===== src/sv/assert_macros.svh =====
// assertion macros used by the rtl top level
// expands to nothing when SYNTHESIS is defined
`ifndef ASSERT_MACROS_SVH
`define ASSERT_MACROS_SVH
`ifndef SYNTHESIS
// antecedent implies consequent in the same cycle
`define ASSERT_IMPLY(label, clk, rst_n, ante, cons) \
  label: assert property (@(posedge clk) disable iff (!rst_n) (ante) |-> (cons)) \
    else $error("assertion failed");
// antecedent implies consequent in the next cycle
`define ASSERT_NEXT(label, clk, rst_n, ante, cons) \
  label: assert property (@(posedge clk) disable iff (!rst_n) (ante) |=> (cons)) \
    else $error("assertion failed");
`else
`define ASSERT_IMPLY(label, clk, rst_n, ante, cons)
`define ASSERT_NEXT(label, clk, rst_n, ante, cons)
`endif
`endif


===== src/sv/utcl_pkg.sv =====
// types and constants of the utf-8 text cursor
// no dependencies
`default_nettype none
package utcl_pkg;

  localparam int BYTE_W    = 8;
  localparam int CODE_W    = 16;
  localparam int OUT_W     = 16;
  localparam int CFG_W     = 16;
  localparam int SCALE_W   = 5;
  localparam int CFG_IDX_W = 3;
  // 20 * 31 fits in ten bits
  localparam int STEP_W    = 10;

  localparam logic [BYTE_W-1:0] NEWLINE_BYTE = 8'h0a;
  localparam logic [2:0]        LEAD2_TAG    = 3'h6;
  localparam logic [3:0]        LEAD3_TAG    = 4'he;

  localparam logic [CFG_W-1:0]   SCREEN_WIDTH_RST = 16'd1024;
  localparam logic [SCALE_W-1:0] SCALE_RST        = 5'd1;

  typedef enum logic [CFG_IDX_W-1:0] {
    CFG_ORIGIN_X     = 3'd0,
    CFG_ORIGIN_Y     = 3'd1,
    CFG_SCALE        = 3'd2,
    CFG_SCREEN_WIDTH = 3'd3
  } utcl_cfg_idx_t;

  typedef enum logic [2:0] {
    KIND_SKIP    = 3'd0,
    KIND_CONT    = 3'd1,
    KIND_LEAD    = 3'd2,
    KIND_ASCII   = 3'd3,
    KIND_NEWLINE = 3'd4,
    KIND_DONE    = 3'd5
  } utcl_kind_t;

  typedef struct packed {
    utcl_kind_t        kind;
    logic [CODE_W-1:0] code;
  } utcl_dec_t;

  typedef struct packed {
    logic [CFG_W-1:0]   origin_x;
    logic [CFG_W-1:0]   origin_y;
    logic [SCALE_W-1:0] scale;
    logic [CFG_W-1:0]   screen_width;
  } utcl_cfg_t;

endpackage
`default_nettype wire


===== src/sv/utcl_if.sv =====
// request channels of the utf-8 text cursor: text bytes in, placed glyphs out
// depends on utcl_pkg
`default_nettype none
interface utcl_in_if;
  logic                          valid;
  logic                          ready;
  logic [utcl_pkg::BYTE_W-1:0]   text_byte;
  logic                          new_text;
  modport source (output valid, output text_byte, output new_text, input ready);
  modport sink   (input valid, input text_byte, input new_text, output ready);
endinterface

interface utcl_out_if;
  logic                          valid;
  logic                          ready;
  logic [utcl_pkg::CODE_W-1:0]   code_point;
  logic [utcl_pkg::OUT_W-1:0]    place_x;
  logic [utcl_pkg::OUT_W-1:0]    place_y;
  logic                          wide;
  modport source (output valid, output code_point, output place_x, output place_y,
                  output wide, input ready);
  modport sink   (input valid, input code_point, input place_x, input place_y,
                  input wide, output ready);
endinterface
`default_nettype wire


===== src/sv/utf8_text_cursor_layout.sv =====
// top level of the utf-8 text cursor: registers, byte stage, result stage
// depends on utcl_pkg, utcl_if, utcl_decode, utcl_cursor, assert_macros.svh
//
//   port     dir   what travels
//   in_ch    sink  text_byte, new_text
//   out_ch   src   code_point, place_x, place_y, wide
//   cfg_*    in    register write: index, data
//
// one byte per cycle sustained unless out_ch stalls; a result shows after its last
// byte is taken, through the byte register, then the result register
// the cursor state loop closes through decode and a saturating add
// rst_n is synchronous; it clears the cursor, pending code and both stages
// with out_ch stalled and both stages full, in_ch.ready drops
`default_nettype none
`include "assert_macros.svh"
module utf8_text_cursor_layout #(
  parameter int COORD_WIDTH = 16
) (
  input  wire                              clk,
  input  wire                              rst_n,
  utcl_in_if.sink                          in_ch,
  utcl_out_if.source                       out_ch,
  input  wire                              cfg_wr_en,
  input  wire [utcl_pkg::CFG_IDX_W-1:0]    cfg_index,
  input  wire [utcl_pkg::CFG_W-1:0]        cfg_wdata
);

  utcl_pkg::utcl_cfg_t cfg_r;

  always_ff @(posedge clk) begin
    if (!rst_n) begin
      cfg_r.origin_x     <= '0;
      cfg_r.origin_y     <= '0;
      cfg_r.scale        <= utcl_pkg::SCALE_RST;
      cfg_r.screen_width <= utcl_pkg::SCREEN_WIDTH_RST;
    end else if (cfg_wr_en) begin
      case (cfg_index)
        utcl_pkg::CFG_ORIGIN_X:     cfg_r.origin_x     <= cfg_wdata;
        utcl_pkg::CFG_ORIGIN_Y:     cfg_r.origin_y     <= cfg_wdata;
        utcl_pkg::CFG_SCALE:        cfg_r.scale        <= cfg_wdata[utcl_pkg::SCALE_W-1:0];
        utcl_pkg::CFG_SCREEN_WIDTH: cfg_r.screen_width <= cfg_wdata;
        default: begin
        end
      endcase
    end
  end

  // byte stage
  logic                        s1_valid_r;
  logic [utcl_pkg::BYTE_W-1:0] s1_byte_r;
  logic                        s1_new_text_r;
  logic                        s1_adv;
  logic                        out_valid_r;

  assign s1_adv      = s1_valid_r && (!out_valid_r || out_ch.ready);
  assign in_ch.ready = !s1_valid_r || s1_adv;

  always_ff @(posedge clk) begin
    if (!rst_n) begin
      s1_valid_r <= 1'b0;
    end else if (in_ch.ready) begin
      s1_valid_r <= in_ch.valid;
    end
  end

  always_ff @(posedge clk) begin
    if (in_ch.valid && in_ch.ready) begin
      s1_byte_r     <= in_ch.text_byte;
      s1_new_text_r <= in_ch.new_text;
    end
  end

  utcl_pkg::utcl_dec_t     dec;
  logic [COORD_WIDTH-1:0]  place_x, place_y;
  logic                    res_valid;

  utcl_decode u_decode (
    .clk       (clk),
    .rst_n     (rst_n),
    .en        (s1_adv),
    .text_byte (s1_byte_r),
    .new_text  (s1_new_text_r),
    .dec       (dec)
  );

  utcl_cursor #(
    .COORD_WIDTH (COORD_WIDTH)
  ) u_cursor (
    .clk      (clk),
    .rst_n    (rst_n),
    .en       (s1_adv),
    .new_text (s1_new_text_r),
    .kind     (dec.kind),
    .cfg      (cfg_r),
    .place_x  (place_x),
    .place_y  (place_y)
  );

  assign res_valid = (dec.kind == utcl_pkg::KIND_ASCII) || (dec.kind == utcl_pkg::KIND_DONE);

  // result stage
  logic [utcl_pkg::CODE_W-1:0] code_r;
  logic [utcl_pkg::OUT_W-1:0]  place_x_r, place_y_r;
  logic                        wide_r;

  always_ff @(posedge clk) begin
    if (!rst_n) begin
      out_valid_r <= 1'b0;
    end else if (s1_adv) begin
      out_valid_r <= res_valid;
    end else if (out_ch.ready) begin
      out_valid_r <= 1'b0;
    end
  end

  always_ff @(posedge clk) begin
    if (s1_adv && res_valid) begin
      code_r    <= dec.code;
      place_x_r <= utcl_pkg::OUT_W'(place_x);
      place_y_r <= utcl_pkg::OUT_W'(place_y);
      wide_r    <= (dec.kind == utcl_pkg::KIND_DONE);
    end
  end

  assign out_ch.valid      = out_valid_r;
  assign out_ch.code_point = code_r;
  assign out_ch.place_x    = place_x_r;
  assign out_ch.place_y    = place_y_r;
  assign out_ch.wide       = wide_r;

  // a one-byte result is never zero, a newline or above seven bits
  `ASSERT_IMPLY(a_narrow_code, clk, rst_n, out_valid_r && !wide_r, (code_r[15:7] == '0) && (code_r != '0) && (code_r != 16'(utcl_pkg::NEWLINE_BYTE)))
  // a new result only comes from a byte leaving the byte stage
  `ASSERT_IMPLY(a_result_source, clk, rst_n, $rose(out_valid_r), $past(s1_adv))
  // a plain character always gives a narrow result
  `ASSERT_NEXT(a_ascii_result, clk, rst_n, s1_adv && (dec.kind == utcl_pkg::KIND_ASCII), out_valid_r && !wide_r)

endmodule
`default_nettype wire


===== src/sv/utcl_decode.sv =====
// utf-8 byte classifier with the pending partial code and byte count
// depends on utcl_pkg
`default_nettype none
module utcl_decode (
  input  wire                          clk,
  input  wire                          rst_n,
  input  wire                          en,
  input  wire [utcl_pkg::BYTE_W-1:0]   text_byte,
  input  wire                          new_text,
  output utcl_pkg::utcl_dec_t          dec
);

  logic [utcl_pkg::CODE_W-1:0] partial_r, partial_nxt, partial_eff;
  logic [1:0]                  left_r, left_nxt, left_eff;

  always_comb begin
    partial_eff = new_text ? '0 : partial_r;
    left_eff    = new_text ? 2'd0 : left_r;
    partial_nxt = partial_eff;
    left_nxt    = left_eff;
    dec.kind    = utcl_pkg::KIND_SKIP;
    dec.code    = utcl_pkg::CODE_W'(text_byte);
    if (left_eff != 2'd0) begin
      // continuation taken without checking its tag
      partial_nxt = {partial_eff[utcl_pkg::CODE_W-7:0], text_byte[5:0]};
      left_nxt    = left_eff - 2'd1;
      dec.kind    = (left_nxt == 2'd0) ? utcl_pkg::KIND_DONE : utcl_pkg::KIND_CONT;
      dec.code    = partial_nxt;
    end else if (text_byte == '0) begin
      dec.kind = utcl_pkg::KIND_SKIP;
    end else if (!text_byte[7]) begin
      dec.kind = (text_byte == utcl_pkg::NEWLINE_BYTE) ? utcl_pkg::KIND_NEWLINE
                                                       : utcl_pkg::KIND_ASCII;
    end else if (text_byte[7:5] == utcl_pkg::LEAD2_TAG) begin
      dec.kind    = utcl_pkg::KIND_LEAD;
      partial_nxt = utcl_pkg::CODE_W'(text_byte[4:0]);
      left_nxt    = 2'd1;
    end else if (text_byte[7:4] == utcl_pkg::LEAD3_TAG) begin
      dec.kind    = utcl_pkg::KIND_LEAD;
      partial_nxt = utcl_pkg::CODE_W'(text_byte[3:0]);
      left_nxt    = 2'd2;
    end
  end

  always_ff @(posedge clk) begin
    if (!rst_n) begin
      partial_r <= '0;
      left_r    <= 2'd0;
    end else if (en) begin
      partial_r <= partial_nxt;
      left_r    <= left_nxt;
    end
  end

endmodule
`default_nettype wire


===== src/sv/utcl_cursor.sv =====
// drawing cursor: line wrap, newline, advance and glyph anchor
// depends on utcl_pkg
`default_nettype none
module utcl_cursor #(
  parameter int COORD_WIDTH = 16
) (
  input  wire                          clk,
  input  wire                          rst_n,
  input  wire                          en,
  input  wire                          new_text,
  input  utcl_pkg::utcl_kind_t         kind,
  input  utcl_pkg::utcl_cfg_t          cfg,
  output logic [COORD_WIDTH-1:0]       place_x,
  output logic [COORD_WIDTH-1:0]       place_y
);

  localparam int CW    = COORD_WIDTH;
  localparam int CMP_W = (CW + 1 > utcl_pkg::CFG_W + 1) ? CW + 1 : utcl_pkg::CFG_W + 1;

  function automatic logic [CW-1:0] sat_add(input logic [CW-1:0] a,
                                             input logic [utcl_pkg::STEP_W-1:0] b);
    logic [CW:0] s;
    s = {1'b0, a} + (CW+1)'(b);
    return s[CW] ? {CW{1'b1}} : s[CW-1:0];
  endfunction

  logic [CW-1:0] cursor_x_r, cursor_x_nxt;
  logic [CW-1:0] cursor_y_r, cursor_y_nxt;
  logic [CW-1:0] glyph_x_r, glyph_x_nxt;
  logic [CW-1:0] glyph_y_r, glyph_y_nxt;

  logic [utcl_pkg::STEP_W-1:0] step8, step16, step20;
  logic [CW-1:0]               org_x, org_y, cx0, cy0, cx1, cy1;
  logic [CMP_W-1:0]            wrap_sum;
  logic                        wrap;

  assign step8  = utcl_pkg::STEP_W'({cfg.scale, 3'b000});
  assign step16 = utcl_pkg::STEP_W'({cfg.scale, 4'b0000});
  assign step20 = step16 + utcl_pkg::STEP_W'({cfg.scale, 2'b00});
  assign org_x  = CW'(cfg.origin_x);
  assign org_y  = CW'(cfg.origin_y);

  always_comb begin
    cx0 = new_text ? org_x : cursor_x_r;
    cy0 = new_text ? org_y : cursor_y_r;
    // wrap compare on the unsaturated sum
    wrap_sum = CMP_W'(cx0) + CMP_W'(step20);
    wrap = ((kind == utcl_pkg::KIND_ASCII) || (kind == utcl_pkg::KIND_NEWLINE) ||
            (kind == utcl_pkg::KIND_LEAD)) && (wrap_sum >= CMP_W'(cfg.screen_width));
    cx1 = wrap ? org_x : cx0;
    cy1 = wrap ? sat_add(cy0, step20) : cy0;

    cursor_x_nxt = cx0;
    cursor_y_nxt = cy0;
    glyph_x_nxt  = glyph_x_r;
    glyph_y_nxt  = glyph_y_r;
    place_x      = cx1;
    place_y      = cy1;
    case (kind)
      utcl_pkg::KIND_ASCII: begin
        cursor_x_nxt = sat_add(cx1, step8);
        cursor_y_nxt = cy1;
      end
      utcl_pkg::KIND_NEWLINE: begin
        // a newline at a full line steps down twice
        cursor_x_nxt = org_x;
        cursor_y_nxt = sat_add(cy1, step20);
      end
      utcl_pkg::KIND_LEAD: begin
        cursor_x_nxt = cx1;
        cursor_y_nxt = cy1;
        glyph_x_nxt  = cx1;
        glyph_y_nxt  = cy1;
      end
      utcl_pkg::KIND_DONE: begin
        place_x      = glyph_x_r;
        place_y      = glyph_y_r;
        cursor_x_nxt = sat_add(glyph_x_r, step16);
      end
      default: begin
        cursor_x_nxt = cx0;
        cursor_y_nxt = cy0;
      end
    endcase
  end

  always_ff @(posedge clk) begin
    if (!rst_n) begin
      cursor_x_r <= '0;
      cursor_y_r <= '0;
      glyph_x_r  <= '0;
      glyph_y_r  <= '0;
    end else if (en) begin
      cursor_x_r <= cursor_x_nxt;
      cursor_y_r <= cursor_y_nxt;
      glyph_x_r  <= glyph_x_nxt;
      glyph_y_r  <= glyph_y_nxt;
    end
  end

endmodule
`default_nettype wire


===== src/flat_wrapper.sv =====
// flat-port wrapper written by rule: the top's interface ports become plain ports
module utf8_text_cursor_layout_flat 
#(
  parameter int COORD_WIDTH = 16
)
  (clk, rst_n, cfg_wr_en, cfg_index, cfg_wdata, in_ch_valid, in_ch_text_byte, in_ch_new_text, in_ch_ready, out_ch_valid, out_ch_code_point, out_ch_place_x, out_ch_place_y, out_ch_wide, out_ch_ready);
  utcl_in_if in_ch_i ();
  utcl_out_if out_ch_i ();
  input  wire clk;
  input  wire rst_n;
  input  wire cfg_wr_en;
  input  wire [utcl_pkg::CFG_IDX_W-1:0] cfg_index;
  input  wire [utcl_pkg::CFG_W-1:0] cfg_wdata;
  input wire logic [$bits(in_ch_i.valid)-1:0] in_ch_valid;
  input wire logic [$bits(in_ch_i.text_byte)-1:0] in_ch_text_byte;
  input wire logic [$bits(in_ch_i.new_text)-1:0] in_ch_new_text;
  output wire logic [$bits(in_ch_i.ready)-1:0] in_ch_ready;
  output wire logic [$bits(out_ch_i.valid)-1:0] out_ch_valid;
  output wire logic [$bits(out_ch_i.code_point)-1:0] out_ch_code_point;
  output wire logic [$bits(out_ch_i.place_x)-1:0] out_ch_place_x;
  output wire logic [$bits(out_ch_i.place_y)-1:0] out_ch_place_y;
  output wire logic [$bits(out_ch_i.wide)-1:0] out_ch_wide;
  input wire logic [$bits(out_ch_i.ready)-1:0] out_ch_ready;
  assign in_ch_i.valid = in_ch_valid;
  assign in_ch_i.text_byte = in_ch_text_byte;
  assign in_ch_i.new_text = in_ch_new_text;
  assign in_ch_ready = in_ch_i.ready;
  assign out_ch_valid = out_ch_i.valid;
  assign out_ch_code_point = out_ch_i.code_point;
  assign out_ch_place_x = out_ch_i.place_x;
  assign out_ch_place_y = out_ch_i.place_y;
  assign out_ch_wide = out_ch_i.wide;
  assign out_ch_i.ready = out_ch_ready;
  utf8_text_cursor_layout #(.COORD_WIDTH(COORD_WIDTH)) u_core (.clk(clk), .rst_n(rst_n), .in_ch(in_ch_i), .out_ch(out_ch_i), .cfg_wr_en(cfg_wr_en), .cfg_index(cfg_index), .cfg_wdata(cfg_wdata));
endmodule

===== config.mk =====
export PLATFORM = sky130hd
export DESIGN_NAME = utf8_text_cursor_layout_flat
export DESIGN_NICKNAME = d
export VERILOG_FILES = /design/src/sv/utcl_pkg.sv /design/src/sv/utcl_if.sv /design/src/sv/utf8_text_cursor_layout.sv /design/src/sv/utcl_decode.sv /design/src/sv/utcl_cursor.sv /design/src/flat_wrapper.sv
export VERILOG_INCLUDE_DIRS = /design/src /design/src/sv
export SDC_FILE = /design/constraint.sdc
export NUM_CORES = 1
export LEC_CHECK = 0
export ABC_CLOCK_PERIOD_IN_PS = 10300
export BUFFER_PORTS_ARGS = -buffer_cell sky130_fd_sc_hd__buf_2
export CORE_ASPECT_RATIO = 1.1
export CORE_MARGIN = 2
export CORE_UTILIZATION = 30
export CTS_CLUSTER_DIAMETER = 60
export CTS_CLUSTER_SIZE = 28
export DETAILED_ROUTE_END_ITERATION = 10
export GPL_ROUTABILITY_DRIVEN = 0
export PLACE_DENSITY = 0.52
export SLEW_MARGIN = 10
export SYNTH_ARGS = -nofsm -noshare
export SYNTH_HDL_FRONTEND = slang
export SYNTH_HIERARCHICAL = 1
export SYNTH_SLANG_ARGS = --single-unit

===== constraint.sdc =====
create_clock -name clk -period 10.3 [get_ports clk]
set_clock_uncertainty 0.05 [all_clocks]
set_input_delay 0.515 -clock clk [delete_from_list [all_inputs] [get_ports clk]]
set_output_delay 0.515 -clock clk [all_outputs]
set_load 0.01 [all_outputs]

# After elaboration in Yosys (flattened, before gate mapping)
# Cells that the tools add are included.
[word_totals] reg_bits=195 latch_bits=0 ram_bits=0 romBits=0 in_bits=33 out_inout_bits=51 elab_cells=93 mem_count=0
[classes] addsub=7 n_mul=0 div_mod_pow=0 order_cmp=1 eq_ne=10 shifts=0 muxes=34 bitwise=0 n_reduce_logical=22
[op_table] op="16-bit 2-to-1 mux" n=16
[op_table] op="16-bit one-hot mux with 4 select lines" n=1
[op_table] op="16-bit by 10-bit adder with 17-bit output" n=3
[op_table] op="16-bit one-hot mux with 2 select lines" n=1
[op_table] op="16-bit by 8-bit adder with 17-bit output" n=1
[op_table] op="16-bit by 9-bit adder with 17-bit output" n=1
[op_table] op="17-bit by 16-bit greater-or-equal comparator with 1-bit output" n=1
[op_table] op="2-bit 2-to-1 mux" n=8
[op_table] op="3-bit 2-to-1 mux" n=5
[op_table] op="3-bit by 2-bit == test with 1-bit output (second input constant)" n=4
[op_table] op="9-bit by 7-bit adder with 10-bit output" n=1
[op_table] op="2-bit AND reduction" n=5
[op_table] op="3-bit == test (second input constant)" n=3
[op_table] op="8-bit by 4-bit == test with 1-bit output (second input constant)" n=1
[op_table] op="8-bit logical NOT" n=1
[op_table] op="8-bit 2-to-1 mux" n=1
[op_table] op="1-bit logical OR" n=5
[op_table] op="4-bit == test (second input constant)" n=1
[op_table] op="1-bit logical AND" n=4
[op_table] op="2-bit nonzero test" n=2
[op_table] op="3-bit by 1-bit == test with 1-bit output (second input constant)" n=1
[op_table] op="3-bit logical NOT" n=1
[op_table] op="1-bit logical NOT" n=2
[op_table] op="2-bit logical NOT" n=1
[op_table] op="3 further kinds" n=4

# Logic depth before layout (Yosys ltp)
[logic_depth] word_depth=14 ltp_mapped=38 depth_no_buf=35

# By module
# The synthesis kept the hierarchy.
[modules_own_cells] module="utcl_cursor" n_inst=1 cells_each=944 area_each_um2=6999.2 seq_area_each_um2=1281.2
[modules_own_cells] module="utf8_text_cursor_layout" n_inst=1 cells_each=268 area_each_um2=3853.7 seq_area_each_um2=2842.7
[modules_own_cells] module="utcl_decode" n_inst=1 cells_each=81 area_each_um2=684.4 seq_area_each_um2=240.2

# Least setup slack after synthesis
# OpenSTA, ideal clock, no wires.
[synth_path] kind="reg2reg" start="reg u_core.s1_new_text_r" end="reg u_core.u_cursor.cursor_y_r[12]" setup_time_ns=0.126 arrival_time_ns=7.754 required_time_ns=10.124 slack_ns=2.369 path_stages_with_launch=38 n_path_buf=8 synth_period_minus_slack_ns=7.931 cell_sequence="edfxtp_1 > buf_6 > buf_6 > clkbuf_1 > buf_1 > clkbuf_1 > mux2_2 > ha_1 > inv_1 > fa_1 > nor2b_1 > o31a_1 > o22a_1 > a41oi_4 > nand2b_1 > xnor2_1 > ha_1 > a21o_1 > [... 2 more ...] > a211oi_1 > o22ai_4 > buf_2 > clkbuf_1 > nor2_1 > a21oi_1 > ha_1 > fa_1 > a21o_1 > a21oi_1 > o21bai_1 > a21oi_1 > o21ai_0 > and2_1 > and4_4 > a21oi_4 > buf_6 > a31oi_2"
[synth_between] elab_chain_len=13 word_cells_on_any_way=23 cone_classes="add/sub (4); order compare (1); eq/ne (3); mux (9); reduce/logical (6)"
[synth_rtl] element="start: declaration" line="utf8_text_cursor_layout.sv:51" source="logic s1_new_text_r;"
[synth_rtl] element="start signal: assignment" line="utf8_text_cursor_layout.sv:69" source="s1_new_text_r <= in_ch.new_text;"
[synth_rtl] element="branches (longest 9 deep; another with 16-bit by 10-bit adder with 17-bit output)"
[synth_rtl] element="16-bit 2-to-1 mux *" line="utcl_cursor.sv:51" source="cy1 = wrap ? sat_add(cy0, step20) : cy0;"
[synth_rtl] element="net u_core.u_cursor.cy1[2]" line="utcl_cursor.sv:33" source="logic [CW-1:0] org_x, org_y, cx0, cy0, cx1, cy1;"
[synth_rtl] element="16-bit by 10-bit adder with 17-bit output *" line="utcl_cursor.sv:23" source="s = {1'b0, a} + (CW+1)'(b);"
[synth_rtl] element="16-bit 2-to-1 mux *" line="utcl_cursor.sv:24" source="return s[CW] ? {CW{1'b1}} : s[CW-1:0];"
[synth_rtl] element="16-bit one-hot mux with 2 select lines *" line="utcl_cursor.sv:59" source="case (kind)"
[synth_rtl] element="end signal: assignment" line="utcl_cursor.sv:95" source="cursor_y_r <= cursor_y_nxt;"
[synth_rtl] element="end: declaration" line="utcl_cursor.sv:28" source="logic [CW-1:0] cursor_y_r, cursor_y_nxt;"
# Mark *: on every way through the listed nets, which the timed path passes.
# A chain may end at the register's enable or synchronous reset.

# Worst setup path in the final report
[layout_path] start="reg u_core/cfg_r[17] (netlist name)" end="reg u_core.u_cursor.cursor_x_r[7]"
[layout_between] elab_chain_len=8 word_cells_on_any_way=10 cone_classes="add/sub (4); order compare (1); mux (4); reduce/logical (1)"
[layout_rtl] element="start: declaration" line="utf8_text_cursor_layout.sv:28" source="utcl_pkg::utcl_cfg_t cfg_r;"
[layout_rtl] element="9-bit by 7-bit adder with 10-bit output" line="utcl_cursor.sv:39" source="assign step20 = step16 + utcl_pkg::STEP_W'({cfg.scale, 2'b00});"
[layout_rtl] element="16-bit by 10-bit adder with 17-bit output" line="utcl_cursor.sv:47" source="wrap_sum = CMP_W'(cx0) + CMP_W'(step20);"
[layout_rtl] element="17-bit by 16-bit greater-or-equal comparator with 1-bit output" line="utcl_cursor.sv:49" source="(kind == utcl_pkg::KIND_LEAD)) && (wrap_sum >= CMP_W'(cfg.screen_width));"
[layout_rtl] element="1-bit logical AND" line="utcl_cursor.sv:49"
[layout_rtl] element="16-bit 2-to-1 mux" line="utcl_cursor.sv:50" source="cx1 = wrap ? org_x : cx0;"
[layout_rtl] element="net u_core.u_cursor.cx1[4]" line="utcl_cursor.sv:33"
[layout_rtl] element="16-bit by 8-bit adder with 17-bit output" line="utcl_cursor.sv:23"
[layout_rtl] element="16-bit 2-to-1 mux" line="utcl_cursor.sv:24"
[layout_rtl] element="16-bit one-hot mux with 4 select lines" line="utcl_cursor.sv:59"
[layout_rtl] element="end signal: assignment" line="utcl_cursor.sv:94" source="cursor_x_r <= cursor_x_nxt;"
[layout_rtl] element="end: declaration" line="utcl_cursor.sv:27" source="logic [CW-1:0] cursor_x_r, cursor_x_nxt;"
# The timed path passes the listed nets, and every way through them passes these cells.

==> results.yml <==
yosys:
  syn_avg_cell_area_um2: 8.923
  yosysWarningCount: 6
  synth_fp_nets: 1383
  ys_ff_latch: 189
  synthTopCellsByArea: "dfxtp_1, edfxtp_1, nand2_1"
  async_flop_share_pct: 0
  syn_inst: 1293
  yosysUniqueCellTypes: 90
  synth_edf_count: 58
  seq_area_frac_synth_pct: 37.83
  synthTopCellsByCount: "nand2_1, dfxtp_1, mux2i_1"
  ys.flop_type: "dfxtp_1"
  synth_area_um2: 11540
  synth_top_cell_by_area: "dfxtp_1"
  synth_top_cell_area_share_pct: 22.73
  synth_most_common_cell: "nand2_1"
setup_path:
  end_kind: "register"
  r2r_start: "u_core/cfg_r[17]"
  reg2reg_to: "u_core/u_cursor/cursor_x_r[7]"
  slowest_delay_ps: 610
  crit_path_start: "u_core/cfg_r[17]"
  r2r_slack_ps: 1800
  start_kind: "register"
  critPathMaxFanout: 10
  cp_data_arrival_time_ps: 8780
  crit_path_frequent_cell: "a21oi_1"
  worstPathRequired_ps: 10580
  rr_worst_depth: 32
  worst_path_max_delay_cell: "o22a_1"
  path_class: "reg2reg"
cts:
  htreeDepth: 4
  cts-root-buf: "clkbuf_16"
  post_cts.repair.setup_buffers: 0
  clk-insertion-delay-late_ps: 460
  clk_pin_slew_ps: 70
  numClockSinks: 189
  hold_buffers: 0
  cts_resized: 0
  clockBufferDepth: 2
  cts_buffers: 17
  cts_tree: "yes"
global_routing:
  grt_pass1_vias: 9140
  grt_pass1_wl_um: 53300
  overflow: 0
  grt_max_degree: 82
  antenna_found_initial: 0
  groute.usage.overall_pct: 17.41
detailed_routing:
  drc_errors: 0
  vias_per_cell: 5.224
  drtIter0Drc: 765
  first_pass_iters: 5
  finalWirelength_um: 34420
  detail-route-antenna-nets: 0
  wire_per_inst_um: 18.60
  num_vias: 9665
power_and_ir_drop:
  leakage_nw: 5.309
  power_density_nw_per_um2: 137.5
  ir_drop_v: 0.0001094
die:
  placementRows: 75
  start_util_pct: 30.36
  core_um2: 38010
  dieArea_um2: 40040
  fp.dieH_um: 209.7
  dieWidth_um: 191.0
  ioPinCount: 84
worst_hold_path:
  worstHoldPathType: "in2reg"
  holdPathEnd: "u_core/s1_byte_r[4]"
  holdPathStages: 1
  hold_path.startpoint: "in_ch_text_byte[4]"
sta:
  slew_headroom_pct: 21.03
  maxSlewViolCount: 0
  final-setup-viol-count: 0
  post-route-min-period_ps: 8503
  clock.fmax_ghz: 0.1176
  period_share_pct: 82.55
  tns_ps: 0
  layout_setup_ws_ps: 1797
  rsz0062_at_grt: "no"
  hold_viol: 0
  tightest_slew_ps: 1185
placed_design:
  pre_cts_ws_ps: 1994
  portBuffers: 83
  place_hpwl_um: 25370
layout:
  syn2layout_area_growth_pct: 12.68
  drive_above_1_share_pct: 14.90
  nets: 1426
flow_run:
  maxCapViolCount: 0
status:
  status: "finished, final reports clean"
## kinds of logic (layout without fill, tap and decap cells)
family,count (synthesis),in the layout,share of synthesized area [%]
simple gates,436,436,17.23
compound gates,326,326,19.66
buf+inv,129,185,4.967
other cells,0,1,0
xor+xnor,39,39,3.080
flops,189,189,37.83
mux,117,117,10.66
fa+ha+maj,57,57,6.572
## cell usage in the layout (no fill, tap or decap), types with 6 or more instances in the layout
master     synthesis  layout
nand2_1          240     240
dfxtp_1          131     131
mux2i_1           87      87
buf_2              8      82
o21ai_0           80      79
nor2_1            71      70
a21oi_1           64      63
edfxtp_1          58      58
inv_1             51      51
ha_1              51      51
and2_1            26      26
mux2_2            26      26
xnor2_1           22      22
a31oi_1           22      22
clkbuf_16          0      20
a21boi_0          20      20
buf_4              8      19
nor2b_1           20      18
nand3_1           18      18
a21o_1            17      17
xor2_1            16      16
nor3_1            13      12
a22o_1            12      12
a21oi_2           10      11
nand4_1           10      10
a221oi_1          10      10
a211oi_1           9       9
o21a_1             7       7
o211ai_1           7       7
a22oi_1            7       7
o21bai_1           7       7
nand2b_1           6       6
o211a_1            6       6
fa_1               6       6
## per-layer routing
metal / global-route usage (%) / wire length (µm) / vias up
li1: - / - / 4687
met1: 24.28 / 16290 / 4640
met2: 27.20 / 15500 / 299
met3: 3.027 / 1990 / 39
met4: 5.533 / 636 / 0
met5: 0 / 0 / -
## worst max-delay path, delay by kind of cell (launching register included)
kind,cells,cell delay (ps)
flops,1,600
fa+ha+maj,4,1490
mux,1,550
simple gates,7,1260
xor+xnor,1,140
compound gates,14,3310
buf+inv,5,940
## flip-flops by register name, indices dropped and copies added, names as in the netlist
name                        count
u_core/u_cursor/cursor_x_r     16
u_core/u_decode/partial_r      10
u_core/s1_byte_r                8
u_core/out_ch.wide              1
u_core/s1_new_text_r            1
u_core/u_cursor/cursor_y_r     16
u_core/out_ch.place_x          16
u_core/out_ch.valid             1
u_core/cfg_r                   53
u_core/u_decode/left_r          2
u_core/out_ch.code_point       16
u_core/out_ch.place_y          16
u_core/u_cursor/glyph_y_r      16
u_core/s1_valid_r               1
u_core/u_cursor/glyph_x_r      16
## through the flow
step,cell area [µm²],power (W),std cells,hold slack [ps],util [%]
global route,13000,0.001865,1849,169.9,34.20
CTS,13000,0.001804,1849,171.0,34.20
detailed placement,12390,0.001108,1817,402.3,32.60
floorplan,11540,0.001022,1293,381.3,-
finish,13000,0.001787,1850,188.9,34.21
global placement,12390,0.001106,1817,396.3,32.60
## how the worst max path moves through the flow
stage	end	slack, ps	cells past startpoint
finish	u_core/u_cursor/cursor_x_r[7]	1800	32
global route	u_core/u_cursor/cursor_x_r[7]	1300	32
CTS	u_core/u_cursor/cursor_x_r[7]	1950	31
detailed placement	u_core/u_cursor/cursor_x_r[11]	1990	31
global placement	u_core/u_cursor/cursor_x_r[11]	2070	31
floorplan	u_core/u_cursor/cursor_y_r[12]	2370	37
## cell type report
type	instances	area (µm²)
diodes	1	2.502
inverters	52	197.7
clock inverters	9	95.09
fillers	3923	25010
repair buffers	101	553.0
well taps	500	625.6
multi-input cells	975	6650
clock buffers	23	511.7
flip-flops and latches	189	4364
## power breakdown
group	internal (W)	switching [W]
sequential	0.000793	0.0000203
combinational	0.0000997	0.000181
clock	0.000382	0.000311
Power figures use the tool's default switching activity.
